$ cat src/rtl/core/skla_pkg.sv
// Shared types, constants and the log2 fraction table builder for the
// symmetric KL divergence accumulator. No dependencies.
package skla_pkg;

    localparam int PROB_BITS_DEF      = 16;
    localparam int LOG_TABLE_BITS_DEF = 8;
    localparam int FRAC_BITS          = 16;
    localparam int TAB_W              = FRAC_BITS + 1;
    localparam int ACC_W              = 48;
    localparam int OUT_W              = 32;

    localparam logic signed [ACC_W-1:0] ACC_MAX = {1'b0, {(ACC_W-1){1'b1}}};
    localparam logic signed [ACC_W-1:0] ACC_MIN = {1'b1, {(ACC_W-1){1'b0}}};

    // Per-stage control that travels alongside the pipeline payload
    typedef struct packed {
        logic valid;
        logic last;
        logic p_nz;
        logic q_nz;
    } stage_ctl_t;

    // Finished sums handed from the accumulator to the result stage
    typedef struct packed {
        logic signed [ACC_W-1:0] fwd;
        logic signed [ACC_W-1:0] bwd;
        logic                    ovf;
    } sums_t;

    // Width of a signed Q16 log2 value for a given probability format
    function automatic int log_width(input int prob_bits);
        return $clog2(prob_bits + 1) + 1 + FRAC_BITS;
    endfunction

    // round(log2(1 + idx/2^tbits)) in Q16, by repeated squaring of a Q1.31
    // mantissa; evaluated at elaboration only
    function automatic logic [TAB_W-1:0] frac_entry(input int idx, input int tbits);
        logic [63:0] m;
        logic [63:0] r;
        logic [31:0] v;
        logic [31:0] rounded;
        m = (64'(1 << tbits) + 64'(idx)) << (31 - tbits);
        v = '0;
        for (int k = 0; k < 24; k++)
        begin
            r = (m * m) >> 31;
            v = v << 1;
            if (r >= 64'h1_0000_0000)
            begin
                v = v | 32'd1;
                r = r >> 1;
            end
            m = r;
        end
        rounded = (v + 32'd128) >> 8;
        return rounded[TAB_W-1:0];
    endfunction

endpackage

$ cat src/rtl/core/skla_accum.sv
// Saturating forward and backward accumulators with the hand-off register
// for finished sums. Depends on skla_pkg.
module skla_accum import skla_pkg::*; #(
    parameter int TERM_W = 25
) (
    input  logic                     clk,
    input  logic                     rst_n,
    input  logic                     adv,
    input  stage_ctl_t               ctl,
    input  logic signed [TERM_W-1:0] term_f,
    input  logic signed [TERM_W-1:0] term_b,
    input  logic                     fin_take,
    output logic                     fin_valid,
    output sums_t                    fin
);
    logic signed [ACC_W-1:0] fwd_reg, fwd_next;
    logic signed [ACC_W-1:0] bwd_reg, bwd_next;
    logic                    ovf_reg, ovf_next;
    logic                    fin_valid_reg, fin_valid_next;
    sums_t                   fin_reg, fin_next;

    logic signed [ACC_W:0]   sum_f, sum_b;
    logic                    of_f, of_b;
    sums_t                   upd;

    assign sum_f = (ACC_W+1)'(fwd_reg) + (ACC_W+1)'(term_f);
    assign sum_b = (ACC_W+1)'(bwd_reg) + (ACC_W+1)'(term_b);
    assign of_f  = sum_f[ACC_W] != sum_f[ACC_W-1];
    assign of_b  = sum_b[ACC_W] != sum_b[ACC_W-1];

    always_comb
    begin
        upd.fwd = fwd_reg;
        upd.bwd = bwd_reg;
        upd.ovf = ovf_reg;
        if (ctl.p_nz && ctl.q_nz)
        begin
            upd.fwd = of_f ? (sum_f[ACC_W] ? ACC_MIN : ACC_MAX) : sum_f[ACC_W-1:0];
            upd.bwd = of_b ? (sum_b[ACC_W] ? ACC_MIN : ACC_MAX) : sum_b[ACC_W-1:0];
            upd.ovf = ovf_reg | of_f | of_b;
        end
        else if (ctl.p_nz)
        begin
            // zero denominator: pin the sum high
            upd.fwd = ACC_MAX;
            upd.ovf = 1'b1;
        end
        else if (ctl.q_nz)
        begin
            upd.bwd = ACC_MAX;
            upd.ovf = 1'b1;
        end
    end

    always_comb
    begin
        fwd_next       = fwd_reg;
        bwd_next       = bwd_reg;
        ovf_next       = ovf_reg;
        fin_next       = fin_reg;
        fin_valid_next = fin_valid_reg & ~fin_take;
        if (adv && ctl.valid)
        begin
            if (ctl.last)
            begin
                fin_next       = upd;
                fin_valid_next = 1'b1;
                fwd_next       = '0;
                bwd_next       = '0;
                ovf_next       = 1'b0;
            end
            else
            begin
                fwd_next = upd.fwd;
                bwd_next = upd.bwd;
                ovf_next = upd.ovf;
            end
        end
    end

    always_ff @(posedge clk or negedge rst_n)
    begin
        if (!rst_n)
        begin
            fwd_reg       <= '0;
            bwd_reg       <= '0;
            ovf_reg       <= 1'b0;
            fin_valid_reg <= 1'b0;
        end
        else
        begin
            fwd_reg       <= fwd_next;
            bwd_reg       <= bwd_next;
            ovf_reg       <= ovf_next;
            fin_valid_reg <= fin_valid_next;
        end
    end

    always_ff @(posedge clk)
    begin
        fin_reg <= fin_next;
    end

    assign fin_valid = fin_valid_reg;
    assign fin       = fin_reg;

endmodule

$ cat config.mk
export PLATFORM = sky130hd
export DESIGN_NAME = skla_accum
export DESIGN_NICKNAME = d
export VERILOG_FILES = /design/src/rtl/core/skla_pkg.sv /design/src/rtl/core/skla_accum.sv
export SDC_FILE = /design/constraint.sdc
export NUM_CORES = 1
export LEC_CHECK = 0
export ABC_AREA = 1
export BUFFER_PORTS_ARGS = -buffer_cell sky130_fd_sc_hd__buf_2
export CORE_MARGIN = 2
export CORE_UTILIZATION = 61
export DETAILED_ROUTE_END_ITERATION = 8
export PLACE_DENSITY_LB_ADDON = 0.12
export SYNTH_ARGS = -nofsm -noshare
export SYNTH_HDL_FRONTEND = slang
export SYNTH_SLANG_ARGS = --single-unit
$ cat constraint.sdc
create_clock -name clk -period 3.45 [get_ports clk]
set_input_delay 0.1725 -clock clk [delete_from_list [all_inputs] [get_ports clk]]
set_output_delay 0.1725 -clock clk [all_outputs]
set_load 0.05 [all_outputs]
==> results summary <==
The number of top-level pins is 156. The tree is rooted in a sky130_fd_sc_hd__clkbuf_16. The worst-case hold slack is 0.1081 ns. sky130_fd_sc_hd__nand2_1 is the most common cell in the netlist. The number of routed nets with antenna violations came out at 0. The post-route worst setup slack came out at 0.2288 ns. The CTS tree is yes. The residual DRC count is 0.

At the pin with the least slew margin, the transition time is 1.198 ns. The sequential element share of the synthesized area is 0.3282. The synthesized design contains 195 register bits. The commonest cells after synthesis are sky130_fd_sc_hd__nand2_1, sky130_fd_sc_hd__inv_1, sky130_fd_sc_hd__nor2_1. In this run the power density over the cells is 514.4 nW/µm². The required time of the critical path is 3.83 ns. sky130_fd_sc_hd__nand2_1 takes more of the synthesized area than any other cell. The final setup TNS is 0 ns.

VDD sags by at most 0.0002996 V. The synthesized netlist contains 41 unique library cells. For this block, the initial DRC count from the detailed router was 1,411. The TritonCTS buffer count came out at 17. The total power draw came out at 9.307 mW.

For this run, the total global-route usage over all layers was measured as 0.3675. The number of nets produced by synthesis came out at 2,596. The data arrival time at the worst-slack endpoint is 3.60 ns. The number of flops mapped to enable cells by yosys came out at 97. The worst-case headroom to the max-slew limit came out at 0.2012.

The maximum fanout encountered on the critical timing path is 4. The first detailed-routing pass took 5 iterations. The proportion of synthesized flip-flops having asynchronous set or reset is 0.5026.

The starting utilization of the core area is 0.6237. The via count of the first global-routing pass is 16.60k. The first global-routing pass estimated 82,250 µm of wire. The maximum clock frequency came out at 310.4 MHz. Setup repair after global routing left no endpoint under its margin. The layout cell share with drive strength beyond 1 is 0.1181. The worst setup path is captured at a register.

OpenSTA, run right after detailed placement, puts the worst setup slack at 0.1152 ns. The tool flagged a number of max-cap violations equal to 0. For this design, the sink count on the clock tree is 195. The worst setup path is of the register to register kind. The path type of the worst min-delay path is primary input to register. The post-synthesis cell area came out at 16,350 µm². Yosys attributes the largest share of cell area to sky130_fd_sc_hd__nand2_1, sky130_fd_sc_hd__edfxtp_1, sky130_fd_sc_hd__dfrtp_1. Detailed placement ended at an HPWL of 39,490 µm. The number of flip-flops under the largest register name is 97. Of the post-synthesis cell area, the dominant cell type holds 0.1952.

The clock period minus final worst setup slack is 3.221 ns. Synthesis produced a netlist whose cell count is 2,440. The analysis attributes to cell leakage a power of 9.469 nW. The growth of design area from synthesis to finish came out at 10.69%. The count of input and output buffers came out at 155. The final critical-path share of the clock period is 0.9337.

The count of final max-slew check failures is 0. The maximum number of buffers from clock root to sink is 2. The die covers 28,120 µm².

STA classifies the critical path startpoint as a register. The final hold violation count is 0. The floorplan step defined a core boundary enclosing 26,210 µm².

The detailed-route wire length per cell came out at 17.74 µm. The number of antenna violations at the first check in global routing came out at 0. The count of warnings emitted by yosys came out at 0. The total number of vias is 16.93k. The mean cell area of the mapped netlist is 6.699 µm². The number of nets in the final layout came out at 2,736. In this run the core area contains 59 standard-cell rows. The total detailed-routing wirelength is 51,920 µm. The clock network latency to the later pin of the worst-skew pair came out at 0.45 ns. The clock skew after layout came out at 0.01735 ns. The pin count of the biggest net entering global routing came out at 98.

The flow ran to the end, and the final reports show no timing, DRC or antenna violations. The final estimated routing congestion in global placement came out at 1.072. The x dimension of the die came out at 167.7 µm. The number of H-tree levels came out at 4. The vertical die dimension is 167.7 µm. The clock slew at the register clock pins of the worst setup and hold paths is 0.08 ns. The via-per-instance ratio came out at 5.785.

After global routing the overflow that remains totals 0. The count of endpoints failing setup in the final report came out at 0. The number of inserted diodes is 0. Among all flip-flop cells after synthesis, the most frequent one is sky130_fd_sc_hd__dfrtp_1. Post-CTS timing repair inserted 0 buffers for setup.
-- stage by stage --
stage | instance area (µm²) | utilization | std cells
6_report | 18090 | 0.6904 | 2927
5_1_grt | 18090 | 0.6904 | 2927
4_1_cts | 18060 | 0.6891 | 2926
3_5_place_dp | 17450 | 0.6660 | 2893
3_3_place_gp | 17450 | 0.6660 | 2893
2_1_floorplan | 16350 | - | 2440
-- worst max-delay path, cell delays in order, from the launching register on --
cell and delay [ns]:
sky130_fd_sc_hd__dfrtp_1 0.39, sky130_fd_sc_hd__ha_1 0.30, sky130_fd_sc_hd__fa_1 0.29, sky130_fd_sc_hd__nand2_1 0.06, sky130_fd_sc_hd__nand3_1 0.14, sky130_fd_sc_hd__nand2_1 0.11
sky130_fd_sc_hd__o21ai_0 0.58, sky130_fd_sc_hd__nand3_1 0.14, sky130_fd_sc_hd__nand2_1 0.26, sky130_fd_sc_hd__a21oi_1 0.17, sky130_fd_sc_hd__xnor2_1 0.29, sky130_fd_sc_hd__nand3_1 0.16
sky130_fd_sc_hd__nand2_1 0.09, sky130_fd_sc_hd__nand3b_1 0.08, sky130_fd_sc_hd__nand2_1 0.10
-- area by class of cell --
cell class | instances | area [µm²]
Clock buffer | 18 | 439.2
Tap cell | 335 | 419.2
Inverter | 286 | 1076
Multi-Input combinational cell | 1901 | 9604
Clock inverter | 13 | 146.4
Timing Repair Buffer | 179 | 1044
Fill cell | 2321 | 8113
Sequential cell | 195 | 5365
-- timing repair --
item,CTS,global route
hold endpoints to repair,61,0
hold buffers,2,0
setup endpoints to repair,0,69
resized for setup,0,5
-- cells by family (layout without fill, tap and decap cells) --
| logic type | count (synthesis) | after routing | synth area share |
|---|---|---|---|
| DFF | 195 | 195 | 0.3282 |
| AOI/OAI and AO/OA | 295 | 295 | 0.1004 |
| and+or+nand+nor | 1439 | 1439 | 0.3724 |
| adders and majority gates | 98 | 98 | 0.07593 |
| xor gates and xnor gates | 69 | 69 | 0.03697 |
| buffers and inverters | 344 | 496 | 0.08604 |
-- where the power goes --
part / internal, mW / switching [mW]
Combinational: 1.37 / 2.92
Clock: 1.04 / 1.05
Sequential: 2.73 / 0.187
-- layer usage --
layer,vias to the layer above,track usage,part of all wire
met1,7813,0.4206,0.38
met3,200,0.04443,0.067
met2,784,0.6536,0.49
met4,0,0.2329,0.065
li1,8135,-,-
met5,-,0,0
-- cells in the final DEF (no fill, tap or decap), types with 3 or more instances in the layout --
master                        n
sky130_fd_sc_hd__buf_12       5
sky130_fd_sc_hd__nor2_2      12
sky130_fd_sc_hd__o21bai_1    36
sky130_fd_sc_hd__nand4_1     38
sky130_fd_sc_hd__or2_2        8
sky130_fd_sc_hd__dfrtp_1     98
sky130_fd_sc_hd__inv_6        4
sky130_fd_sc_hd__a21boi_0     3
sky130_fd_sc_hd__clkbuf_16   18
sky130_fd_sc_hd__nand3b_1    31
sky130_fd_sc_hd__nor3_1      22
sky130_fd_sc_hd__nand3_1    157
sky130_fd_sc_hd__and2_1      11
sky130_fd_sc_hd__nor4_1       3
sky130_fd_sc_hd__edfxtp_1    97
sky130_fd_sc_hd__inv_1      274
sky130_fd_sc_hd__nor2_4       3
sky130_fd_sc_hd__a21oi_2      4
sky130_fd_sc_hd__nor2_1     249
sky130_fd_sc_hd__buf_2      154
sky130_fd_sc_hd__o21ai_1      4
sky130_fd_sc_hd__nand2_2     50
sky130_fd_sc_hd__a31oi_1      3
sky130_fd_sc_hd__a21oi_1    181
sky130_fd_sc_hd__ha_1        96
sky130_fd_sc_hd__a21boi_1     5
sky130_fd_sc_hd__buf_4       17
sky130_fd_sc_hd__o21ai_0     51
sky130_fd_sc_hd__nand2_1    847
sky130_fd_sc_hd__inv_2       11
sky130_fd_sc_hd__xnor2_1     25
sky130_fd_sc_hd__nand2_4      4
sky130_fd_sc_hd__xor2_1      44
-- final timing paths --
check	endpoint	slack, ns	startpoint	depth (start not counted)
min reg2reg	fwd_reg[7]	0.52	fwd_reg[7]	2
min	fin_valid	0.11	ctl[2]	3
min in group asynchronous	fwd_reg[12]	0.39	rst_n	2
max reg2reg	bwd_reg[30]	0.23	bwd_reg[0]	14
max	bwd_reg[30]	0.23	bwd_reg[0]	14
max in group asynchronous	bwd_reg[31]	2.14	rst_n	3
Power figures use the tool's default switching activity.
